[src/sv/ksl_pkg.sv]
// ----------------------------------------------------------------------------
// ksl_pkg
// Types and constants shared by the keyed sequential list table: capacity,
// field widths, request and status codes, beat structs and sequencer states.
// ----------------------------------------------------------------------------
package ksl_pkg;

  // Table geometry
  localparam int unsigned CAPACITY     = 16;
  localparam int unsigned PAYLOAD_BITS = 32;
  localparam int unsigned IDX_W        = $clog2(CAPACITY);
  localparam int unsigned CNT_W        = $clog2(CAPACITY + 1);

  // Fixed field widths of the beats
  localparam int unsigned REQ_W      = 2;
  localparam int unsigned KEY_W      = 16;
  localparam int unsigned IN_PAY_W   = 32;
  localparam int unsigned STATUS_W   = 2;
  localparam int unsigned OUT_PAY_W  = 32;
  localparam int unsigned OUT_CNT_W  = 5;

  // Request codes
  typedef enum logic [REQ_W-1:0] {
    REQ_INSERT = 2'd0,
    REQ_REMOVE = 2'd1,
    REQ_LOOKUP = 2'd2
  } req_e;

  // Result status codes
  typedef enum logic [STATUS_W-1:0] {
    STAT_OK        = 2'd0,
    STAT_FULL      = 2'd1,
    STAT_NOT_FOUND = 2'd2,
    STAT_EMPTY     = 2'd3
  } status_e;

  // Sequencer states
  typedef enum logic [1:0] {
    S_IDLE,
    S_SCAN,
    S_SHIFT,
    S_RESP
  } state_e;

  // Input beat
  typedef struct packed {
    logic [REQ_W-1:0]    req_type;
    logic [KEY_W-1:0]    entry_key;
    logic [IN_PAY_W-1:0] entry_payload;
  } in_beat_t;

  // Result beat
  typedef struct packed {
    logic [STATUS_W-1:0]  status;
    logic [OUT_PAY_W-1:0] found_payload;
    logic [OUT_CNT_W-1:0] entry_count;
    logic                 is_full;
    logic                 is_empty;
  } out_beat_t;

endpackage

[src/sv/keyed_sequential_list_table.sv]
// ----------------------------------------------------------------------------
// keyed_sequential_list_table
// Fixed-capacity list of keyed entries kept packed in insertion order, with
// insert at the end, remove by key with shift-down, and lookup by key.
// ----------------------------------------------------------------------------
// One request is handled at a time, and in_ready_o is low until its result
// beat has been taken. Keys and payloads live in a single-port-write memory
// with one registered read port, and one key comparator walks the entries one
// per cycle. An insert, an unused code, or a remove or lookup on an empty list
// shows its result in the cycle right after it is accepted. A lookup reads the
// entries in order and compares each key once its registered read returns;
// it ends on a hit or after the last entry. A remove of an absent key scans
// all entries. A remove that hits at position p then moves the (count - p - 1)
// later entries down one place through the same read port, writing each one
// place lower after its read; each result then waits in the output register
// until accepted.
// ----------------------------------------------------------------------------
module keyed_sequential_list_table (
  input  logic                clk_i,
  input  logic                rst_ni,
  input  logic                in_valid_i,
  output logic                in_ready_o,
  input  ksl_pkg::in_beat_t   in_data_i,
  output logic                out_valid_o,
  input  logic                out_ready_i,
  output ksl_pkg::out_beat_t  out_data_o
);
  import ksl_pkg::*;

  // Entry storage
  logic [KEY_W-1:0]        key_mem [CAPACITY];
  logic [PAYLOAD_BITS-1:0] pay_mem [CAPACITY];

  // Sequencer state
  state_e             state_q, state_d;
  logic [CNT_W-1:0]   count_q, count_d;
  logic [CNT_W-1:0]   scan_idx_q, scan_idx_d;
  logic [IDX_W-1:0]   cmp_idx_q, cmp_idx_d;
  logic               cmp_vld_q, cmp_vld_d;
  logic [CNT_W-1:0]   sh_rd_q, sh_rd_d;
  logic [IDX_W-1:0]   wr_idx_q, wr_idx_d;
  logic               wr_vld_q, wr_vld_d;

  // Request and result registers
  req_e               op_q, op_d;
  logic [KEY_W-1:0]   key_q, key_d;
  out_beat_t          out_q, out_d;

  // Memory port controls
  logic                    rd_en;
  logic [IDX_W-1:0]        rd_addr;
  logic [KEY_W-1:0]        rd_key_q;
  logic [PAYLOAD_BITS-1:0] rd_pay_q;
  logic                    wr_en;
  logic [IDX_W-1:0]        wr_addr;
  logic [KEY_W-1:0]        wr_key;
  logic [PAYLOAD_BITS-1:0] wr_pay;

  logic                    in_fire;
  logic                    issue;
  logic                    hit;

  assign in_ready_o  = (state_q == S_IDLE);
  assign in_fire     = in_valid_i && in_ready_o;
  assign out_valid_o = (state_q == S_RESP);
  assign out_data_o  = out_q;
  assign hit         = cmp_vld_q && (rd_key_q == key_q);

  // Build a result beat from status, found payload and count after request
  function automatic out_beat_t make_beat(status_e st, logic [OUT_PAY_W-1:0] pay,
                                          logic [CNT_W-1:0] cnt);
    out_beat_t b;
    b.status        = st;
    b.found_payload = pay;
    b.entry_count   = OUT_CNT_W'(cnt);
    b.is_full       = (cnt == CNT_W'(CAPACITY));
    b.is_empty      = (cnt == '0);
    return b;
  endfunction

  // Next state, memory port control and result
  always_comb begin
    state_d    = state_q;
    count_d    = count_q;
    scan_idx_d = scan_idx_q;
    cmp_idx_d  = cmp_idx_q;
    cmp_vld_d  = 1'b0;
    sh_rd_d    = sh_rd_q;
    wr_idx_d   = wr_idx_q;
    wr_vld_d   = 1'b0;
    op_d       = op_q;
    key_d      = key_q;
    out_d      = out_q;
    rd_en      = 1'b0;
    rd_addr    = scan_idx_q[IDX_W-1:0];
    wr_en      = 1'b0;
    wr_addr    = wr_idx_q;
    wr_key     = rd_key_q;
    wr_pay     = rd_pay_q;
    issue      = 1'b0;

    case (state_q)
      S_IDLE: begin
        if (in_fire) begin
          op_d       = req_e'(in_data_i.req_type);
          key_d      = in_data_i.entry_key;
          scan_idx_d = '0;
          case (in_data_i.req_type)
            REQ_INSERT: begin
              if (count_q == CNT_W'(CAPACITY)) begin
                out_d = make_beat(STAT_FULL, '0, count_q);
              end else begin
                // Append at the end of the list
                wr_en   = 1'b1;
                wr_addr = count_q[IDX_W-1:0];
                wr_key  = in_data_i.entry_key;
                wr_pay  = PAYLOAD_BITS'(in_data_i.entry_payload);
                count_d = count_q + CNT_W'(1);
                out_d   = make_beat(STAT_OK, '0, count_q + CNT_W'(1));
              end
              state_d = S_RESP;
            end
            REQ_REMOVE, REQ_LOOKUP: begin
              if (count_q == '0) begin
                out_d   = make_beat(STAT_EMPTY, '0, count_q);
                state_d = S_RESP;
              end else begin
                state_d = S_SCAN;
              end
            end
            default: begin
              // Unused code: no change
              out_d   = make_beat(STAT_OK, '0, count_q);
              state_d = S_RESP;
            end
          endcase
        end
      end

      S_SCAN: begin
        // Read one entry per cycle, compare the one read last cycle
        issue      = (scan_idx_q < count_q);
        rd_en      = issue;
        rd_addr    = scan_idx_q[IDX_W-1:0];
        cmp_vld_d  = issue;
        cmp_idx_d  = scan_idx_q[IDX_W-1:0];
        if (issue) begin
          scan_idx_d = scan_idx_q + CNT_W'(1);
        end
        if (hit) begin
          if (op_q == REQ_LOOKUP) begin
            out_d   = make_beat(STAT_OK, OUT_PAY_W'(rd_pay_q), count_q);
            state_d = S_RESP;
          end else begin
            // Start moving later entries down over the matched one
            rd_en   = 1'b0;
            sh_rd_d = CNT_W'(cmp_idx_q) + CNT_W'(1);
            state_d = S_SHIFT;
          end
        end else if (!issue) begin
          out_d   = make_beat(STAT_NOT_FOUND, '0, count_q);
          state_d = S_RESP;
        end
      end

      S_SHIFT: begin
        // Read entry j+1, write it to j on the next cycle
        issue   = (sh_rd_q < count_q);
        rd_en   = issue;
        rd_addr = sh_rd_q[IDX_W-1:0];
        if (issue) begin
          sh_rd_d  = sh_rd_q + CNT_W'(1);
          wr_idx_d = IDX_W'(sh_rd_q - CNT_W'(1));
          wr_vld_d = 1'b1;
        end
        wr_en   = wr_vld_q;
        wr_addr = wr_idx_q;
        if (!issue) begin
          count_d = count_q - CNT_W'(1);
          out_d   = make_beat(STAT_OK, '0, count_q - CNT_W'(1));
          state_d = S_RESP;
        end
      end

      S_RESP: begin
        // Hold the result until taken
        if (out_ready_i) begin
          state_d = S_IDLE;
        end
      end

      default: begin
        state_d = S_IDLE;
      end
    endcase
  end

  // Control registers
  always_ff @(posedge clk_i or negedge rst_ni) begin
    if (!rst_ni) begin
      state_q   <= S_IDLE;
      count_q   <= '0;
      cmp_vld_q <= 1'b0;
      wr_vld_q  <= 1'b0;
    end else begin
      state_q   <= state_d;
      count_q   <= count_d;
      cmp_vld_q <= cmp_vld_d;
      wr_vld_q  <= wr_vld_d;
    end
  end

  // Datapath registers
  always_ff @(posedge clk_i) begin
    scan_idx_q <= scan_idx_d;
    cmp_idx_q  <= cmp_idx_d;
    sh_rd_q    <= sh_rd_d;
    wr_idx_q   <= wr_idx_d;
    op_q       <= op_d;
    key_q      <= key_d;
    out_q      <= out_d;
  end

  // Entry memory: one write port, one registered read port
  always_ff @(posedge clk_i) begin
    if (wr_en) begin
      key_mem[wr_addr] <= wr_key;
      pay_mem[wr_addr] <= wr_pay;
    end
    if (rd_en) begin
      rd_key_q <= key_mem[rd_addr];
      rd_pay_q <= pay_mem[rd_addr];
    end
  end

endmodule
[config.mk]
export PLATFORM = sky130hd
export DESIGN_NAME = keyed_sequential_list_table
export DESIGN_NICKNAME = d
export VERILOG_FILES = /design/src/sv/ksl_pkg.sv /design/src/sv/keyed_sequential_list_table.sv
export SDC_FILE = /design/constraint.sdc
export NUM_CORES = 1
export LEC_CHECK = 0
export BUFFER_PORTS_ARGS = -buffer_cell sky130_fd_sc_hd__buf_2
export CORE_ASPECT_RATIO = 1.25
export CORE_MARGIN = 2
export CORE_UTILIZATION = 49
export CTS_BUF_LIST = sky130_fd_sc_hd__clkbuf_8
export CTS_CLUSTER_SIZE = 20
export DETAILED_ROUTE_END_ITERATION = 8
export PLACE_DENSITY = 0.65
export SLEW_MARGIN = 20
export SYNTH_ARGS = -nofsm -noshare
export SYNTH_HDL_FRONTEND = slang
export SYNTH_SLANG_ARGS = --single-unit
export TNS_END_PERCENT = 50
[constraint.sdc]
create_clock -name clk_i -period 13.6 [get_ports clk_i]
set_input_delay 2.72 -clock clk_i [delete_from_list [all_inputs] [get_ports clk_i]]
set_output_delay 2.72 -clock clk_i [all_outputs]
set_load 0.02 [all_outputs]
[Word level (Yosys, flattened, before mapping)]
Memory sizes are Yosys's and may differ from the RTL's. A register that Yosys moved wholly into a read port is not among the register bits.
Index checks and enable logic that the tools add are counted.
Storage, ports and cells
  register bits: 86
  latch bits: 0
  memory bits (writable): 768
  bits in read-only memories: 0
  output and inout port bits: 43
  word-level logic and storage cells: 121
  memories kept: 2
Cells by class
  add/subtract/negate cells: 6
  multipliers: 0
  div/mod/pow operators: 0
  magnitude comparators: 2
  eq/ne operators: 22
  shifts and indexed selects: 0
  muxes and demuxes: 55
  bitwise operators: 0
  reduce and logical (&&, ||, !) cells: 19
Memory list
  pay_mem: depth 16, bits a word 32, read ports 1, clocked after memory_dff 1, wr ports 1, line keyed_sequential_list_table.sv:32  | logic [PAYLOAD_BITS-1:0] pay_mem [CAPACITY];
  key_mem: depth 16, bits a word 16, read ports 1, clocked after memory_dff 1, wr ports 1, line keyed_sequential_list_table.sv:31  | logic [KEY_W-1:0] key_mem [CAPACITY];
Operator list (number)
  $mux W41: 6
  $mux W32: 4
  $pmux W41 S3: 1
  $pmux W41 S2: 1
  $mux W16: 4
  $mux W5: 9
  $mux W40: 1
  $pmux W5 S2: 3
  $mux W4: 5
  $eq A16 B16 Y1: 1
  $add A5 B1 Y5 const B: 3
  $eq A5 B5 Y1 const B: 3
  $logic_not A5 Y1: 3
  $mux W2: 7
  $ne A2 B2 Y1 const B: 6
  $mux W1: 11
  $lt A5 B5 Y1: 2
  $ne A3 B3 Y1 const B: 3
  $eq A2 B2 Y1 const B: 4
  $pmux W2 S4: 1
  $reduce_and A4 Y1: 2
  $ne A2 B1 Y1 const B: 3
  $reduce_and A6 Y1: 1
  $reduce_bool A2 Y1: 3
  other kinds (12): 17

[Logic depth before layout (Yosys ltp)]
Gate-level depths: netlist (run 1).
  word-level depth: 7
  depth in mapped cells: 10
  gate-level depth less buffers: 8

[Worst setup path before layout (run 1)]
No wires, ideal clock.
  path kind: input -> register
  start: input in_data_i[48] in the netlist's numbering
  end: register out_q (netlist bit out_data_o[0]) (enable)
  setup time: 514 ps
  arrival time: 6576 ps
  required time: 13086 ps
  setup slack: 6510 ps
  stages: 7
  buffers on the path: 0
  path through: inv_1 ha_1 inv_1 a31oi_1 a21oi_1 nand3_1 a311oi_1
Between the ends
  word-level cells in the longest chain between the ends: 4
  elaborated cells on any way between the ends: 5
  those cells by class: 3 x eq/ne; 2 x reduce/logical
Ends and longest elaborated chain
  from (decl): line keyed_sequential_list_table.sv:23  | input ksl_pkg::in_beat_t in_data_i,
  $eq A2 B1 Y1 / $eq A2 B2 Y1 (equally long branches): line keyed_sequential_list_table.sv:108  | case (in_data_i.req_type)
  $reduce_or A2 Y1 *: line keyed_sequential_list_table.sv:108
  $ne A3 B3 Y1 (no line) *
  $reduce_and A6 Y1 (no line) *
  to (signal assigned): line keyed_sequential_list_table.sv:221  | out_q <= out_d;
  to (decl): line keyed_sequential_list_table.sv:47  | out_beat_t out_q, out_d;
Mark *: on every way between the ends. The rest lies on a longest branch, timed or not.
A chain may end at the register's enable or synchronous reset.

[Final worst setup path (run 1)]
  start: input in_data_i[48] in the netlist's numbering
  end: memory pay_mem[2][13] (enable)
Between the ends
  word-level cells in the longest chain between the ends: 6
  elaborated cells on any way between the ends: 9
  those cells by class: 8 x mux; 1 x reduce/logical
Ends and longest elaborated chain
  $logic_not A2 Y1 *: line keyed_sequential_list_table.sv:108
  $mux W1: line keyed_sequential_list_table.sv:108
  $mux W1: line keyed_sequential_list_table.sv:104  | if (in_fire) begin
  $pmux W1 S2: line keyed_sequential_list_table.sv:102  | case (state_q)
  $mux W1: line keyed_sequential_list_table.sv:226  | if (wr_en) begin
  $mux W1 (not written as such): line keyed_sequential_list_table.sv:228  | pay_mem[wr_addr] <= wr_pay;
  to (decl): line keyed_sequential_list_table.sv:32
Marks and branches as above.

==> metrics.yaml, run 1 <==
floorplanning:
  std_cell_rows: 110
  fp.dieW_um: 245
  core_area_um2: 72000
  die_area_um2: 74800
  initial_core_util_pct: 49.5
  ios: 97
  dieHeight_um: 305
worst_setup_path:
  path_class: "in2reg"
  arrival_ps: 6960
  worstSetupEndpointType: "flop"
  path_max_fanout: 40
  rrSetupSlack_ps: 8210
  required_ps: 14010
  cp-start-kind: "input pin"
routing:
  vias_per_cell: 5.78
  drcViolationCount: 0
  firstDrtPassIters: 5
  vias: 17400
  first_iter_violations: 1287
  ant_nets: 0
  routedWlPerCell_um: 25.1
  wirelength_mm: 75.7
synth:
  syn_avg_cell_area_um2: 20.1
  synthDistinctLibCells: 51
  synth_fp_nets: 1848
  yosys_most_used_dff: "edfxtp_1"
  synth_edf_count: 893
  syn_area_um2: 35600
  yosysSeqAreaShare_pct: 76.0
  synthArstFlopShare_pct: 0.998
  syn_inst: 1773
  ys.warnings.count: 0
  ys_ff_latch: 902
clock_network:
  clkLatencyLatePin_ps: 780
  tritoncts: "yes"
  htreeDepth: 4
  ctsRootBufferMaster: "clkbuf_8"
  cts_buffers: 137
  cts_setup_buffers: 0
  cts_hold_buf: 0
  clk_pin_slew_ps: 60
  cts_sinks: 902
  cts_resized: 0
  clockBufferDepth: 3
power_and_ir_drop:
  power.density_nw_per_um2: 235
  combPwrFrac_pct: 34.9
  p_sw_share_pct: 33.6
  pwr-share-seq_pct: 42.4
  switching_power_w: 0.00315
  leakage_nw: 12.9
  worst_ir_drop_vdd_mv: 0.237
  p_clk_share_pct: 22.7
  power.internal_w: 0.00623
global_routing:
  grt_pass1_wl_mm: 114
  grtUsageTotal_pct: 20.8
  grt_pass1_vias: 18600
  grt_max_degree: 155
  gr-total-overflow: 0
  antenna_found_initial: 2
final_layout:
  syn_to_final_growth_pct: 12.2
  fin_nets: 2025
  drive_above_1_share_pct: 27.7
timing:
  max_freq_ghz: 0.153
  tns_ps: 0
  slew_violations: 0
  period_needed_ps: 6550
  setup_viol: 0
  slew_headroom_pct: 30.0
  hold_viol: 0
  fin_crit_sh_pct: 48.2
  rsz0062_at_grt: "false"
  fin_skew_ps: 23.0
  tightest_slew_ps: 1050
  hold_slack_ps: 552
job:
  cap_viol_max_count: 0
min_path:
  holdCritPathClass: "reg2reg"
placement:
  place_hpwl_mm: 38.5
  gp_congestion: 0.824
  portBuffers: 96
status:
  status: "finished clean"
[flip-flops by register name, summed over array words and instances (netlist names)]
signal and count:
sh_rd_q 5, scan_idx_q 5, op_q 2, cmp_idx_q 4
cmp_vld_q 1, count_q 5, rd_pay_q 32, out_data_o 41
state_q 2, wr_idx_q 4, pay_mem 512, key_q 16
rd_key_q 16, wr_vld_q 1, key_mem 256
[synthesized netlist by cell type (all sizes together) (7+ instances only)]
cell / instances / share of area (%)
edfxtp: 893 / 75
mux4: 192 / 12
nand2: 120 / 1.3
and2: 82 / 1.4
a211oi: 53 / 1.1
clkbuf: 52 / 0.55
a31oi: 51 / 0.90
mux2: 50 / 1.6
buf: 40 / 0.67
nor2: 37 / 0.39
ha: 21 / 0.74
o21ai: 20 / 0.28
xor2: 20 / 0.49
inv: 17 / 0.18
nand3: 14 / 0.20
xnor2: 13 / 0.32
a21oi: 11 / 0.15
mux2i: 10 / 0.28
dfrtp: 9 / 0.63
nor3: 8 / 0.11
nor3b: 7 / 0.15
[placed cells by master (no fill, tap or decap), types with 6 or more instances in the layout]
master,Yosys,final
a31oi_1,51,51
mux2i_1,10,6
nor2_4,0,16
ha_1,21,21
and2_1,82,82
nor3_1,8,8
buf_4,12,32
nand3_1,14,14
nand2_1,120,120
buf_2,24,96
mux2_2,50,49
xor2_1,20,20
clkinv_1,3,42
nand2b_1,6,6
edfxtp_1,893,893
a21oi_1,11,11
inv_1,17,56
nor3b_1,7,7
bufinv_16,0,6
clkbuf_8,0,146
mux4_2,192,192
dfrtp_1,9,9
clkinv_2,0,13
xnor2_1,13,13
nor2_1,37,21
a211oi_1,53,53
o21ai_0,20,19
[stage by stage]
step	power [W]	cell area (um2)	utilization [%]	cells	setup slack (ps)
final	0.00938	39900	55.5	3014	7050
after CTS	0.00951	39900	55.5	3013	7050
after floorplan	0.00642	35600	-	1773	6510
after global placement	0.00730	37300	51.9	2763	6370
after detailed placement	0.00737	37300	51.9	2763	6200
after global routing	0.00989	39900	55.5	3014	6780
[worst paths after layout]
| check | startpoint | to | cells past startpoint |
|---|---|---|---|
| max | in_data_i[48] | pay_mem[2][13] | 10 |
| min in group asynchronous | rst_ni | cmp_vld_q | 1 |
| max in group asynchronous | rst_ni | state_q[0] | 1 |
| max reg2reg | count_q[0] | pay_mem[2][13] | 10 |
| min reg2reg | rd_pay_q[3] | out_data_o[10] | 1 |
| min | rd_pay_q[3] | out_data_o[10] | 1 |
[layer usage]
metal | vias up | GRT usage [%] | routed length (um)
li1 | 7602 | - | -
met1 | 9142 | 27.0 | 30900
met2 | 517 | 34.6 | 38500
met3 | 146 | 3.91 | 4050
met4 | 0 | 8.55 | 2250
met5 | - | 0 | 0
[power by group through the flow]
| stage | combinational, W | sequential (W) | clock, W |
|---|---|---|---|
| floorplan | 0.00236 | 0.00406 | 0 |
| global placement | 0.00327 | 0.00403 | 0 |
| detailed placement | 0.00334 | 0.00403 | 0 |
| CTS | 0.00335 | 0.00398 | 0.00218 |
| global route | 0.00358 | 0.00400 | 0.00231 |
| finish | 0.00328 | 0.00398 | 0.00213 |
[final cells by class]
cell class,count,area [um2]
antenna,1,2.50
clock buffer,146,2010
clock inverter,104,594
fill,5496,32000
inverter,20,75.1
multi-input combinational,759,8270
sequential,902,27000
tap,952,1190
timing repair buffer,130,761
[worst max-delay path, cell delays in order]
cell and delay, ps:
buf_2 120, inv_1 50, ha_1 200, nand3_1 280, nor2_4 770, buf_4 690, a21o_1 230, o21ai_0 350
nor2_4 910, buf_4 560
[kinds of logic after synthesis]
group | count (synthesis) | synth area share (%)
xor gates and xnor gates | 33 | 0.812
DFF | 902 | 76.0
AOI/OAI and AO/OA | 163 | 3.09
muxes | 252 | 14.0
and+or+nand+nor | 290 | 3.95
buffers and inverters | 112 | 1.43
adders and majority gates | 21 | 0.738
No activity file was read; power rests on OpenSTA's default activity.
==> run 2, diff against run 1 <==
--- a/config.mk
+++ b/config.mk
@@ -5,6 +5,7 @@
 export SDC_FILE = /design/constraint.sdc
 export NUM_CORES = 1
 export LEC_CHECK = 0
+export ABC_AREA = 1
 export BUFFER_PORTS_ARGS = -buffer_cell sky130_fd_sc_hd__buf_2
 export CORE_ASPECT_RATIO = 1.25
 export CORE_MARGIN = 2
==> constraint.sdc (replaced) <==
create_clock -name clk_i -period 6.1 [get_ports clk_i]
set_input_delay 1.22 -clock clk_i [delete_from_list [all_inputs] [get_ports clk_i]]
set_output_delay 1.22 -clock clk_i [all_outputs]
set_load 0.02 [all_outputs]
==> run 2 against run 1 <==
Net effect: worst setup slack lost 4800 ps; first-iteration DRC count grew 86%; sequential cell count is the same; critical path type is now reg2reg; design area grew 5.0%; utilization shrank 1.1 points; largest cell class unchanged; via count grew 36%; global-route usage grew 2.8 points.
==> metrics.yaml, run 2 <==
timing:
  setup_viol: 0  # unchanged
  fin_skew_ps: 41.0  # +18.0 ps
  hold_viol: 0  # unchanged
  fin_crit_sh_pct: 64.0
  rsz0062_at_grt: "false"
  slew_violations: 0  # unchanged
  period_needed_ps: 3900
  slew_headroom_pct: 28.6  # -1.4 points
  tightest_slew_ps: 1070  # +17.9 ps
  max_freq_ghz: 0.256
clock_network:
  ctsRootBufferMaster: "clkbuf_8"
  clkLatencyLatePin_ps: 820  # +40 ps
  cts_buffers: 137  # unchanged
  cts_sinks: 902  # unchanged
  clk_pin_slew_ps: 70  # about the same
  cts_setup_buffers: 0  # unchanged
  clockBufferDepth: 3  # unchanged
  tritoncts: "yes"
  cts_resized: 0  # unchanged
  htreeDepth: 4  # unchanged
  cts_hold_buf: 0  # unchanged
worst_setup_path:
  cp-start-kind: "flop"
  arrival_ps: 4380  # -2580 ps
  worstSetupEndpointType: "flop"
  required_ps: 6580  # -7430 ps
  worstPathCellList: "inv_1 -> ha_1 -> nand2_1 -> inv_1 -> buf_4 -> nand3_4 -> buf_4 -> nand2_1 -> o21ai_2 -> nand2_1 -> nor2_4 -> buf_12"
  slowest_delay_ps: 910  # about the same
  path_class: "reg2reg"
  cp_common_cell: "nand2_1"
  rrSetupSlack_ps: 2200  # -6010 ps
  path_max_fanout: 37  # -7.5%
  cpMaxStageDelayCell: "nor2_4"
routing:
  ant_nets: 0  # unchanged
  vias: 23700  # +36%
  firstDrtPassIters: 6  # +1
  wirelength_mm: 92.3  # +22%
  vias_per_cell: 5.58  # -3.4%
  first_iter_violations: 2400  # +86%
  drcViolationCount: 0  # unchanged
  routedWlPerCell_um: 21.7  # -14%
power_and_ir_drop:
  finalPower_w: 0.0226  # +140%
  power.density_nw_per_um2: 540  # +130%
  worst_ir_drop_vdd_mv: 0.635  # +170%
  leakage_nw: 15.6  # +20%
global_routing:
  grtUsageTotal_pct: 23.5  # +2.8 points
  grt_pass1_wl_mm: 140  # +23%
  grt_max_degree: 160  # +3.2%
  gr-total-overflow: 0  # unchanged
  antenna_found_initial: 2  # unchanged
  grt_pass1_vias: 23700  # +27%
synth:
  syn_inst: 3041  # +72%
  synth_fp_nets: 3116  # +69%
  synth_top_area_cell: "edfxtp_1"
  syn_area_um2: 38000  # +6.7%
  synth_top_area_share_pct: 70.6  # -4.8 points
  yosysSeqAreaShare_pct: 71.2  # -4.8 points
  yosysMostFrequentCell: "edfxtp_1"
  synth_common_cells: "edfxtp_1 (893), nand2_1 (508), inv_1 (447)"
  synthArstFlopShare_pct: 0.998  # unchanged
  ys_ff_latch: 902  # unchanged
  synth_edf_count: 893  # unchanged
  yosys_most_used_dff: "edfxtp_1"
  synthDistinctLibCells: 40  # -22%
  syn_avg_cell_area_um2: 12.5  # -38%
  synth.area.top_cells: "edfxtp_1 (71%), o211ai_1 (6.8%), nand2_1 (5.0%)"
  ys.warnings.count: 0  # unchanged
placement:
  placed_cells: 4007  # +45%
  portBuffers: 96  # unchanged
  gp_congestion: 0.872  # +5.8%
  place_hpwl_mm: 52.1  # +35%
min_path:
  holdCritPathClass: "in2async"
final_layout:
  syn_to_final_growth_pct: 10.4
  drive_above_1_share_pct: 12.3  # -15 points
  final-instance-count-excl-fill: 4249  # +41%
  final_common_cell: "edfxtp_1"
  fin_nets: 3235  # +60%
  largest_reg_flops: 512  # unchanged
  final_cell_mix: "edfxtp_1 (893), nand2_1 (508), inv_1 (480)"
  regMostFlops: "pay_mem"
  fillers: 6365  # +16%
status:
  status: "finished clean"
floorplanning:
  std_cell_rows: 114  # +3.6%
  initial_core_util_pct: 49.3  # -0.12 points
  die_area_um2: 79800  # +6.6%
  fp.dieW_um: 253  # +3.3%
  ios: 97  # unchanged
  dieHeight_um: 315  # +3.3%
  core_area_um2: 77000  # +7.0%
job:
  cap_viol_max_count: 0  # unchanged
run 2: cell count changes after synthesis, moves of 51 or more:
cell and change:
nand3_1 +176, a31oi_1 -51, buf_2 +68, a211oi_1 -53, o21ai_0 +119, nand2_1 +388
nor2_1 +66, mux4_2 -192, inv_1 +430, a21oi_1 +54, and2_1 -82, o211ai_1 +344
run 2: kinds of logic after synthesis:
logic type,synth area share (%)
AOI/OAI and AO/OA,10.4
xor gates and xnor gates,0.369
adders and majority gates,0.691
buffers and inverters,7.18
DFF,71.2
muxes,1.07
and+or+nand+nor,9.14
run 2: per-stage QoR:
stage | TNS [ps] | hold WS (ps) | util [%] | setup WS [ps] | cell area [um2]
after floorplan | -1090 | 478 | - | -11.0 | 38000
after global placement | 0 | 522 | 51.2 | 1610 | 39400
after detailed placement | 0 | 550 | 51.2 | 1710 | 39400
after CTS | 0 | 220 | 54.4 | 2170 | 41900
after global routing | 0 | 232 | 54.4 | 1940 | 41900
final | 0 | 275 | 54.4 | 2200 | 41900
run 2: critical path, delay by kind of cell, from the launching register on:
family / cells / cell delay [ps]
compound gates: 1 / 120
fa+ha+maj: 1 / 290
buf+inv: 5 / 1150
flops: 1 / 440
simple gates: 5 / 1570
run 2: worst paths after layout:
check / from / cells after the start / endpoint
worst max-delay path: state_q[0] / 12 / key_mem[7][15]
worst min-delay path: rst_ni / 1 / cmp_vld_q
worst max register to register: state_q[0] / 12 / key_mem[7][15]
worst min register to register: scan_idx_q[3] / 0 / cmp_idx_q[3]
max in group asynchronous: rst_ni / 1 / count_q[4]
min in group clk_i: scan_idx_q[3] / 0 / cmp_idx_q[3]
run 2: power by group:
group,total (W),switching [W],leakage (nW),internal [W]
registers,0.00885,0.000292,8.21,0.00856
clock network,0.00464,0.00234,1.38,0.00229
logic,0.00914,0.00672,5.96,0.00242
run 2: final cells by class:
type | instances | area, um2 | area share, %
Antenna cell | 1 | 2.50 | 0.00597
Clock buffer | 138 | 1900 | 4.53
Sequential cell | 902 | 27000 | 64.5
Clock inverter | 103 | 584 | 1.39
Tap cell | 986 | 1230 | 2.94
Inverter | 455 | 1720 | 4.10
Multi-Input combinational cell | 1510 | 8380 | 20.0
Timing Repair Buffer | 154 | 1070 | 2.56
run 2: per-layer routing:
layer / global-route usage, % / vias to the layer above / share of wire, %
met1: 30.9 / 11600 / 41
met2: 39.3 / 871 / 49
met5: 0 / - / 0
met4: 9.51 / 0 / 3.3
li1: - / 11000 / -
met3: 3.98 / 185 / 6.2
